[src/hw/rtl/rpn_pkg.sv]
package rpn_pkg;

	localparam int DATA_W        = 32;
	localparam int DEF_STACK_DEPTH = 32;

	localparam logic [7:0] CH_ZERO  = 8'd48;
	localparam logic [7:0] CH_NINE  = 8'd57;
	localparam logic [7:0] CH_PLUS  = 8'h2B;
	localparam logic [7:0] CH_MINUS = 8'h2D;
	localparam logic [7:0] CH_STAR  = 8'h2A;
	localparam logic [7:0] CH_SLASH = 8'h2F;

	localparam logic [1:0] ST_OK    = 2'd0;
	localparam logic [1:0] ST_UNDER = 2'd1;
	localparam logic [1:0] ST_DIVZ  = 2'd2;
	localparam logic [1:0] ST_OVER  = 2'd3;

	typedef struct packed {
		logic push;
		logic pop;
	} rpn_cell_ctrl_t;

endpackage

[src/hw/rtl/rpn_cell.sv]
module rpn_cell
	import rpn_pkg::*;
(
	input  logic                clk,
	input  rpn_cell_ctrl_t      ctrl,
	input  logic [DATA_W-1:0]   push_in,
	input  logic [DATA_W-1:0]   pop_in,
	output logic [DATA_W-1:0]   data
);

	logic [DATA_W-1:0] data_q;

	always_ff @(posedge clk) begin
		if (ctrl.push) begin
			data_q <= push_in;
		end else if (ctrl.pop) begin
			data_q <= pop_in;
		end
	end

	assign data = data_q;

endmodule

[src/hw/rtl/rpn_div.sv]
module rpn_div
	import rpn_pkg::*;
(
	input  logic                clk,
	input  logic                arst_n,
	input  logic                start,
	input  logic [DATA_W-1:0]   dividend,
	input  logic [DATA_W-1:0]   divisor,
	output logic                done,
	output logic [DATA_W-1:0]   quotient
);

	localparam int CNT_W = $clog2(DATA_W);

	logic              busy_q;
	logic              done_q;
	logic [CNT_W-1:0]  cnt_q;
	logic [DATA_W:0]   rem_q;
	logic [DATA_W-1:0] quo_q;
	logic [DATA_W-1:0] dvs_q;
	logic              neg_q;

	logic [DATA_W:0]   shifted;
	logic [DATA_W:0]   diff;
	logic [DATA_W-1:0] mag_a;
	logic [DATA_W-1:0] mag_b;

	assign mag_a   = dividend[DATA_W-1] ? (~dividend + DATA_W'(1)) : dividend;
	assign mag_b   = divisor[DATA_W-1] ? (~divisor + DATA_W'(1)) : divisor;
	assign shifted = {rem_q[DATA_W-1:0], quo_q[DATA_W-1]};
	assign diff    = shifted - {1'b0, dvs_q};

	always_ff @(posedge clk or negedge arst_n) begin
		if (!arst_n) begin
			busy_q <= 1'b0;
			done_q <= 1'b0;
			cnt_q  <= '0;
		end else begin
			done_q <= 1'b0;
			if (start) begin
				busy_q <= 1'b1;
				cnt_q  <= '0;
			end else if (busy_q) begin
				cnt_q <= cnt_q + CNT_W'(1);
				if (cnt_q == CNT_W'(DATA_W - 1)) begin
					busy_q <= 1'b0;
					done_q <= 1'b1;
				end
			end
		end
	end

	always_ff @(posedge clk) begin
		if (start) begin
			rem_q <= '0;
			quo_q <= mag_a;
			dvs_q <= mag_b;
			neg_q <= dividend[DATA_W-1] ^ divisor[DATA_W-1];
		end else if (busy_q) begin
			rem_q <= diff[DATA_W] ? shifted : diff;
			quo_q <= {quo_q[DATA_W-2:0], ~diff[DATA_W]};
		end
	end

	assign done     = done_q;
	assign quotient = neg_q ? (~quo_q + DATA_W'(1)) : quo_q;

endmodule

[src/hw/rtl/postfix_expression_evaluator_unit.sv]
// Postfix expression evaluator. Characters arrive on the input channel
// (in_valid, in_ready, ch, is_last); a request is taken when in_valid and
// in_ready are both high. Digits build a pending number, other characters
// push it, and the four arithmetic operators combine the two top entries.
// The operand stack is a row of cells that shift toward the bottom on a
// push and toward the top when two entries are combined into one.
// A digit or a separator is handled in the idle state. An add, subtract or
// multiply passes through take, compute and write back; a divide also waits
// for the one-bit-per-cycle divider between compute and write back. After
// the request marked last, a finishing step posts the result.
// The result (value, status) appears on the output channel in the cycle
// after the finishing step and waits in an output register until out_ready.
// Further requests are taken while it waits; only the next finishing step
// stalls until the output register is free. Status is sticky per
// expression: 0 ok, 1 stack underflow, 2 divide by zero, 3 stack overflow.
// Reset clears the stack count, pending number, status and output valid;
// stack contents are not cleared and need no clearing pass.
module postfix_expression_evaluator_unit
	import rpn_pkg::*;
#(
	parameter int STACK_DEPTH = DEF_STACK_DEPTH
) (
	input  logic                clk,
	input  logic                arst_n,
	input  logic                in_valid,
	output logic                in_ready,
	input  logic [7:0]          ch,
	input  logic                is_last,
	output logic                out_valid,
	input  logic                out_ready,
	output logic signed [31:0]  value,
	output logic [1:0]          status
);

	localparam int CNT_W = $clog2(STACK_DEPTH + 1);

	typedef enum logic [4:0] {
		S_IDLE = 5'b00001,
		S_OP   = 5'b00010,
		S_DIV  = 5'b00100,
		S_WB   = 5'b01000,
		S_FIN  = 5'b10000
	} state_t;

	typedef enum logic [1:0] {
		OP_ADD,
		OP_SUB,
		OP_MUL,
		OP_DIV
	} op_t;

	state_t            state_q;
	op_t               op_q;
	logic              last_q;
	logic [CNT_W-1:0]  count_q;
	logic [DATA_W-1:0] accum_q;
	logic              digit_q;
	logic [1:0]        err_q;
	logic              out_valid_q;
	logic [DATA_W-1:0] out_value_q;
	logic [1:0]        out_status_q;
	logic [DATA_W-1:0] res_q;

	logic              take;
	logic              is_digit;
	logic              is_op;
	op_t               op_dec;
	logic              full;
	logic              fin_go;
	logic [DATA_W-1:0] accum_next;
	logic [DATA_W-1:0] top_a;
	logic [DATA_W-1:0] top_b;
	logic [DATA_W-1:0] prod;
	rpn_cell_ctrl_t    cell_ctrl;
	logic              div_start;
	logic              div_done;
	logic [DATA_W-1:0] div_q;
	logic [DATA_W-1:0] cell_data [STACK_DEPTH];

	assign in_ready   = (state_q == S_IDLE);
	assign take       = in_valid && in_ready;
	assign is_digit   = (ch >= CH_ZERO) && (ch <= CH_NINE);
	assign full       = (count_q == CNT_W'(STACK_DEPTH));
	assign fin_go     = (state_q == S_FIN) && (!out_valid_q || out_ready);
	assign accum_next = {accum_q[DATA_W-4:0], 3'b000} + {accum_q[DATA_W-2:0], 1'b0}
		+ DATA_W'(ch - CH_ZERO);
	assign top_b      = cell_data[0];
	assign top_a      = cell_data[1];
	assign prod       = top_a * top_b;

	always_comb begin
		is_op  = 1'b1;
		op_dec = OP_ADD;
		case (ch)
			CH_PLUS:  op_dec = OP_ADD;
			CH_MINUS: op_dec = OP_SUB;
			CH_STAR:  op_dec = OP_MUL;
			CH_SLASH: op_dec = OP_DIV;
			default:  is_op  = 1'b0;
		endcase
	end

	always_comb begin
		cell_ctrl = '0;
		if (take && !is_digit && digit_q && !full) begin
			cell_ctrl.push = 1'b1;
		end
		if (state_q == S_WB) begin
			cell_ctrl.pop = 1'b1;
		end
	end

	assign div_start = (state_q == S_OP) && (count_q >= CNT_W'(2)) && (op_q == OP_DIV)
		&& (top_b != '0);

	always_ff @(posedge clk or negedge arst_n) begin
		if (!arst_n) begin
			state_q     <= S_IDLE;
			op_q        <= OP_ADD;
			last_q      <= 1'b0;
			count_q     <= '0;
			accum_q     <= '0;
			digit_q     <= 1'b0;
			err_q       <= ST_OK;
			out_valid_q <= 1'b0;
		end else begin
			if (fin_go) begin
				out_valid_q <= 1'b1;
			end else if (out_valid_q && out_ready) begin
				out_valid_q <= 1'b0;
			end
			unique case (state_q)
				S_IDLE: begin
					if (take) begin
						last_q <= is_last;
						op_q   <= op_dec;
						if (is_digit) begin
							digit_q <= 1'b1;
							accum_q <= accum_next;
						end else begin
							if (digit_q) begin
								if (full) begin
									if (err_q == ST_OK) begin
										err_q <= ST_OVER;
									end
								end else begin
									count_q <= count_q + CNT_W'(1);
								end
							end
							digit_q <= 1'b0;
							accum_q <= '0;
						end
						if (!is_digit && is_op) begin
							state_q <= S_OP;
						end else if (is_last) begin
							state_q <= S_FIN;
						end
					end
				end
				S_OP: begin
					if (count_q < CNT_W'(2)) begin
						if (err_q == ST_OK) begin
							err_q <= ST_UNDER;
						end
						state_q <= last_q ? S_FIN : S_IDLE;
					end else if (op_q == OP_DIV) begin
						if (top_b == '0) begin
							if (err_q == ST_OK) begin
								err_q <= ST_DIVZ;
							end
							state_q <= last_q ? S_FIN : S_IDLE;
						end else begin
							state_q <= S_DIV;
						end
					end else begin
						state_q <= S_WB;
					end
				end
				S_DIV: begin
					if (div_done) begin
						state_q <= S_WB;
					end
				end
				S_WB: begin
					count_q <= count_q - CNT_W'(1);
					state_q <= last_q ? S_FIN : S_IDLE;
				end
				S_FIN: begin
					if (fin_go) begin
						count_q <= '0;
						accum_q <= '0;
						digit_q <= 1'b0;
						err_q   <= ST_OK;
						state_q <= S_IDLE;
					end
				end
				default: state_q <= S_IDLE;
			endcase
		end
	end

	always_ff @(posedge clk) begin
		if (state_q == S_OP) begin
			case (op_q)
				OP_ADD:  res_q <= top_a + top_b;
				OP_SUB:  res_q <= top_a - top_b;
				OP_MUL:  res_q <= prod;
				default: res_q <= top_b;
			endcase
		end else if (div_done) begin
			res_q <= div_q;
		end
		if (fin_go) begin
			out_value_q  <= (count_q == '0) ? accum_q : cell_data[0];
			out_status_q <= err_q;
		end
	end

	rpn_div u_div (
		.clk      (clk),
		.arst_n   (arst_n),
		.start    (div_start),
		.dividend (top_a),
		.divisor  (top_b),
		.done     (div_done),
		.quotient (div_q)
	);

	for (genvar i = 0; i < STACK_DEPTH; i++) begin : g_cell
		logic [DATA_W-1:0] push_in;
		logic [DATA_W-1:0] pop_in;
		if (i == 0) begin : g_top
			assign push_in = accum_q;
			assign pop_in  = res_q;
		end else if (i == STACK_DEPTH - 1) begin : g_bottom
			assign push_in = cell_data[i-1];
			assign pop_in  = cell_data[i];
		end else begin : g_mid
			assign push_in = cell_data[i-1];
			assign pop_in  = cell_data[i+1];
		end
		rpn_cell u_cell (
			.clk     (clk),
			.ctrl    (cell_ctrl),
			.push_in (push_in),
			.pop_in  (pop_in),
			.data    (cell_data[i])
		);
	end

	assign out_valid = out_valid_q;
	assign value     = out_value_q;
	assign status    = out_status_q;

	a_count_bound: assert property (@(posedge clk) disable iff (!arst_n)
		count_q <= CNT_W'(STACK_DEPTH))
		else $error("Stack count exceeds the stack depth.");

	a_div_done_state: assert property (@(posedge clk) disable iff (!arst_n)
		div_done |-> state_q == S_DIV)
		else $error("Divider finished outside the divide state.");

	a_fin_clears: assert property (@(posedge clk) disable iff (!arst_n)
		fin_go |=> count_q == '0 && err_q == ST_OK && !digit_q && out_valid_q)
		else $error("Finishing step did not clear the expression state.");

	a_err_sticky: assert property (@(posedge clk) disable iff (!arst_n)
		(err_q != ST_OK && !fin_go) |=> $stable(err_q))
		else $error("Status changed before the expression finished.");

	a_wb_has_operands: assert property (@(posedge clk) disable iff (!arst_n)
		state_q == S_WB |-> count_q >= CNT_W'(2))
		else $error("Write back with fewer than two stack entries.");

endmodule
[config.mk]
export PLATFORM = sky130hd
export DESIGN_NAME = postfix_expression_evaluator_unit
export DESIGN_NICKNAME = d
export VERILOG_FILES = /design/src/hw/rtl/rpn_pkg.sv /design/src/hw/rtl/rpn_cell.sv /design/src/hw/rtl/rpn_div.sv /design/src/hw/rtl/postfix_expression_evaluator_unit.sv
export SDC_FILE = /design/constraint.sdc
export NUM_CORES = 2
export LEC_CHECK = 0
export ABC_AREA = 1
export CAP_MARGIN = 20
export CORE_MARGIN = 5
export CORE_UTILIZATION = 50
export DETAILED_ROUTE_END_ITERATION = 12
export DONT_BUFFER_PORTS = 1
export PLACE_DENSITY_LB_ADDON = 0.1
export SYNTH_ARGS = -nofsm -noshare
export SYNTH_HDL_FRONTEND = slang
export SYNTH_HIERARCHICAL = 1
export SYNTH_SLANG_ARGS = --single-unit
[constraint.sdc]
create_clock -name clk -period 8.9 [get_ports clk]
set_input_delay 1.335 -clock clk [delete_from_list [all_inputs] [get_ports clk]]
set_output_delay 1.335 -clock clk [all_outputs]
set_load 0.005 [all_outputs]
Word-level counts from Yosys, hierarchy flattened
Cells that the tools add are included.
W data, S select, Z words.
{"block": "op_classes", "order_cmp": 4, "div": 0, "add_sub_neg": 12, "n_reduce_logical": 33, "bitwise": 5, "eq_ne": 27, "n_shift": 0, "mux": 122, "mul": 1}
{"op": "$mux W32", "count": 73}
{"op": "$add A32 B1 Y32 const B", "count": 3}
{"op": "$add A32 B32 Y32", "count": 3}
{"op": "$not A32 Y32", "count": 3}
{"op": "$pmux W32 S3", "count": 1}
{"op": "$pmux W32 S2", "count": 1}
{"op": "$mux W5", "count": 11}
{"op": "$sub A33 B32 Y33", "count": 1}
{"op": "$eq A8 B6 Y1 const B", "count": 4}
{"op": "$logic_not A32 Y1", "count": 1}
{"op": "$mul A32 B32 Y32", "count": 1}
{"op": "$reduce_bool A32 Y1", "count": 1}
{"op": "$sub A32 B32 Y32", "count": 1}
{"op": "$mux W31", "count": 1}
{"op": "$mux W6", "count": 5}
{"op": "$pmux W5 S5", "count": 1}
{"op": "$mux W2", "count": 11}
{"op": "$pmux W6 S3", "count": 1}
{"op": "$mux W1", "count": 14}
{"op": "$pmux W2 S3", "count": 2}
{"op": "$logic_and A1 B1 Y1", "count": 11}
{"op": "$reduce_and A11 Y1", "count": 1}
{"op": "$eq A5 B5 Y1 const B", "count": 2}
{"op": "$ne A2 B1 Y1 const B", "count": 5}
{"op": "other kinds (32)", "count": 46}
{"block": "totals", "mem_count": 0, "mem_bits_rw": 0, "word_cells": 255, "register_bits": 1244, "romBits": 0, "latch_bits": 0, "output_inout_bits": 36}

Longest topological paths before layout
{"block": "depth", "ltp_word": 8, "mapped_depth": 35, "depth_no_buf": 33}

By module
The synthesis kept the hierarchy.
{"mod": "rpn_cell", "cells_each": 137, "n_inst": 32, "area_per_inst_um2": 1401.3, "seq_area_each_um2": 960.9}
{"mod": "postfix_expression_evaluator_unit", "cells_each": 3771, "n_inst": 1, "area_per_inst_um2": 27428.8, "seq_area_each_um2": 3234.4}
{"mod": "rpn_div", "cells_each": 1465, "n_inst": 1, "area_per_inst_um2": 9182.6, "seq_area_each_um2": 2767.7}

Worst setup path before layout
Ideal clock, no wire load.
{"block": "synth_timing", "path_kind": "input to register", "from": "input port ch[4]", "to": "register g_cell[0].u_cell.data_q[0], enable pin", "path_buffers": 1, "path_stages": 8, "arrival_ps": 7131, "required_ps": 8525, "setup_slack_ps": 1394, "cell_sequence": "ha_1 > nand4_1 > nand2_1 > nand2_1 > inv_1 > nor4_1 > buf_6 > or2_2"}
{"element": "start, declared", "line": "postfix_expression_evaluator_unit.sv:27", "rtl": "input logic [7:0] ch,"}
{"element": "end signal, assigned", "line": "rpn_cell.sv:15", "rtl": "data_q <= push_in;"}
{"element": "end signal, assigned", "line": "rpn_cell.sv:17", "rtl": "data_q <= pop_in;"}
{"element": "end, declared", "line": "rpn_cell.sv:11", "rtl": "logic [DATA_W-1:0] data_q;"}

Final worst setup path
{"block": "layout_timing", "from": "register g_cell[0].u_cell.data_q[7]", "to": "register res_q[28], in the netlist g_cell[0].pop_in[28] (data pin)"}
{"block": "layout_between", "elab_chain_cells": 3, "elab_cells_between_ends": 5}
{"element": "$mul A32 B32 Y32 (tied with other cells)", "line": "postfix_expression_evaluator_unit.sv:89", "rtl": "assign prod = top_a * top_b;"}
{"element": "$pmux W32 S3 (*)", "line": "postfix_expression_evaluator_unit.sv:204", "rtl": "case (op_q)"}
{"element": "$mux W32 (*)", "line": "postfix_expression_evaluator_unit.sv:203", "rtl": "if (state_q == S_OP) begin"}
{"element": "end signal, assigned", "line": "postfix_expression_evaluator_unit.sv:205", "rtl": "OP_ADD: res_q <= top_a + top_b;"}
{"element": "end signal, assigned", "line": "postfix_expression_evaluator_unit.sv:206", "rtl": "OP_SUB: res_q <= top_a - top_b;"}
{"element": "end signal, assigned", "line": "postfix_expression_evaluator_unit.sv:207", "rtl": "OP_MUL: res_q <= prod;"}
{"element": "end, declared", "line": "postfix_expression_evaluator_unit.sv:62", "rtl": "logic [DATA_W-1:0] res_q;"}
Every way passes the cells marked *; elsewhere a longest branch is shown, timed or not.
A chain may end at the register's enable or synchronous reset.

==> key figures <==
Clocking
  • Clock buffer depth: 3
  • Total CTS buffers: 144
  • CTS tree: done
  • Clock slew seen by the registers of the worst setup and hold paths: 0.07 ns
  • Worst skew pair latency: 0.80 ns
  • H-tree depth: 4
  • Post-cts hold buffer count: 0
  • Gates resized, CTS repair: 0
  • Setup Buffers After CTS: 0
  • Root buffer cell: clkbuf_16
  • CTS sink count: 1,244

Logic synthesis
  • Seq/Total Area, Yosys: 0.451
  • Number of synthesized register bits: 1,244
  • Post-synthesis async set-or-reset flop share: 0.0458
  • Post-Syn Instances: 9,620
  • Area share of the largest cell type after synthesis: 0.426
  • Top_reg_cell synth: edfxtp_1
  • Mapped Avg Cell Area: 8.47 um2
  • Number of synthesis warnings: 6
  • Yosys top cell by area: edfxtp_1
  • Number of synthesized flops with an enable pin: 1,155
  • Post-Syn Nets: 10,300
  • Mapped Area: 0.0815 mm2
  • Synth area leaders: edfxtp_1, nand2_1, fa_1
  • Post-synth cell types: 66

Place
  • Post-DP HPWL: 191,000 um
  • Gpl congestion: 1.04
  • IO buf count: 0

Setup path
  • Cell mode on critical path: fa_1
  • Nature of the critical path endpoint: flip-flop
  • CP arrival: 8.62 ns
  • Delay-heaviest family, CP: adder cells
  • CP required: 9.44 ns
  • CP max FO: 14
  • Setup crit start kind: flip-flop
  • Crit path depth: 24
  • CP bufs+invs: 7
  • Setup CP Type: reg -> reg
  • R2R cell count: 24
  • Critical Path, Cell by Cell: buf_4, nand2_1, inv_1, fa_1, fa_1, fa_1, inv_1, fa_1, inv_1, fa_1, fa_1, fa_1, inv_1, fa_1, inv_1, ha_1, a21oi_1, o21ai_0, a211oi_1, o211ai_1, o21ai_0, nand3_1, nand2_1, inv_1
  • CP max-delay cell: edfxtp_1
  • Crit-path max cell delay: 0.92 ns

Power and ir drop
  • VDD IR-drop max: 1.21 mV
  • Seq pwr share: 0.217
  • Internal power: 0.0174 W
  • PD cells: 395 mW/mm2
  • Clock share of power: 0.170
  • Part of the power in combinational logic: 0.614
  • Sw power: 0.0170 W
  • P_leak: 42.0 nW
  • Switching share of total power: 0.494

GRT
  • Largest net degree at the start of global routing: 196
  • Total track usage: 0.306
  • First-pass GRT wire length: 395,000 um
  • GRT overflow: 0
  • Initial antenna violation count: 11
  • Vias in the first global route: 64,100

Finish
  • Layout net count: 10,200
  • Layout cells sized above 1: 0.0480
  • Layout area overhead: 6.89%
  • Commonest non-fill, non-tap cells in the layout: nand2_1, inv_1, edfxtp_1, fa_1, nor2_1
  • # fillers: 15,400
  • Commonest non-fill, non-tap cell in the layout: nand2_1

STA
  • Final Hold Fails: 0
  • Worst slew pin tran: 1.23 ns
  • Final min period: 8.08 ns
  • Final Setup Violations: 0
  • Final TNS setup: 0 ns
  • Crit share post-route: 0.908
  • Max-slew violation count: 0
  • Slew HR: 0.180
  • Fmax: 124 MHz
  • Layout Skew: 0.0500 ns
  • WHS: 0.241 ns
  • RSZ-0062 raised after global routing: false

Run
  • Max Cap Violations: 0

Detailed routing
  • Via count: 64,200
  • DRC: 0
  • 1st-pass router iterations: 6
  • Mean routed wirelength per cell: 22.3 um
  • Vias per cell: 5.45
  • DRT antenna net count: 0
  • Initial DRC Count: 6,475
  • Final wirelength: 263,000 um

Run status
  • Status: finished clean

Die
  • # rows: 148
  • I/O Pins: 49
  • Die X-Extent: 414 um
  • Die ar.: 0.171 mm2
  • Starting Density: 0.502
  • Core footprint: 0.162 mm2
  • Die span in y: 414 um

Worst hold path
  • Hold Crit Class: in -> async
## cells in the mapped netlist, types with 5 or more instances
library cell	n
clkbuf_1	135
nor2_2	7
buf_1	26
nor2_1	285
nor4_1	15
nand3_1	216
ha_1	230
dfrtp_1	56
fa_1	440
and2_1	6
buf_4	97
a21boi_0	5
a21o_1	15
o31ai_1	9
or2_2	51
inv_4	32
xnor2_1	42
a31oi_1	30
nor3_1	59
xor2_1	103
buf_2	13
o211ai_1	10
nand2_2	5
nand3b_1	14
dfxtp_1	32
o21ai_0	226
o21a_1	6
nand2_1	4524
a21oi_1	218
buf_6	133
o21ai_1	11
nand4_1	32
o21bai_1	11
o22ai_1	15
o221ai_1	6
edfxtp_1	1155
inv_1	1292
## power by group through the flow
| stage | sequential, W | combinational, W | clock, W |
|---|---|---|---|
| after floorplan | 0.00738 | 0.0141 | 0 |
| after global placement | 0.00757 | 0.0205 | 0 |
| after detailed placement | 0.00757 | 0.0205 | 0 |
| after CTS | 0.00746 | 0.0208 | 0.00597 |
| after global routing | 0.00749 | 0.0233 | 0.00621 |
| final | 0.00745 | 0.0211 | 0.00584 |
## path summary, 6_finish.rpt
check,from,to,slack [ns]
min in group clk,u_div/rem_q[12],u_div/rem_q[12],0.47
setup reg to reg,g_cell[0].u_cell/data[7],g_cell[0].pop_in[28],0.82
setup / recovery,g_cell[0].u_cell/data[7],g_cell[0].pop_in[28],0.82
max in group asynchronous,arst_n,state_q[0],8.44
hold reg to reg,u_div/rem_q[12],u_div/rem_q[12],0.47
hold / removal,arst_n,accum_q[16],0.24
## sequential cells by signal, summed over array words and instances (netlist names), 6 cells and up
name	cells
u_div/dvs_q	32
g_cell.pop_in	32
g_cell.u_cell/data	1024
value	32
u_div/quo_q	32
u_div/rem_q	32
count_q	6
accum_q	32
## cells by family (layout without fill, tap and decap cells)
group | Yosys count | in the layout | synth area share
AND/OR/NAND/NOR | 5233 | 5233 | 0.251
buffers and inverters | 1737 | 1722 | 0.0981
flip-flops | 1244 | 1244 | 0.451
adder cells (fa/ha/maj) | 670 | 670 | 0.143
AO/OA/AOI/OAI | 587 | 587 | 0.0401
XOR/XNOR | 145 | 145 | 0.0156
multiplexers | 4 | 4 | 0.000553
other | 0 | 5 | 0
## final cells by class
| class | instances | area [um2] | share of cell area |
|---|---|---|---|
| clock buffer | 191 | 3950 | 0.0453 |
| multi-input combinational | 6639 | 36700 | 0.422 |
| clock inverter | 62 | 652 | 0.00749 |
| tap | 2175 | 2720 | 0.0313 |
| antenna | 5 | 12.5 | 0.000144 |
| inverter | 1331 | 5080 | 0.0583 |
| sequential | 1244 | 36800 | 0.422 |
| timing repair buffer | 138 | 1170 | 0.0135 |
## routing by layer
metal	part of all wire	vias up	global-route usage
li1	-	29700	-
met4	0.056	4	0.146
met2	0.45	2459	0.476
met1	0.42	31500	0.418
met3	0.076	529	0.0541
met5	0.000099	-	0
## stage by stage
step | setup slack [ns] | area [um2] | std cells | power, W | util
floorplan | 1.39 | 81500 | 9620 | 0.0215 | -
detailed placement | 0.960 | 82500 | 11500 | 0.0281 | 0.508
finish | 0.817 | 87100 | 11800 | 0.0344 | 0.536
global placement | 0.950 | 82400 | 11500 | 0.0281 | 0.508
CTS | 0.935 | 87100 | 11800 | 0.0342 | 0.536
global route | 0.483 | 87100 | 11800 | 0.0370 | 0.536
No activity file was read; power rests on OpenSTA's default activity.
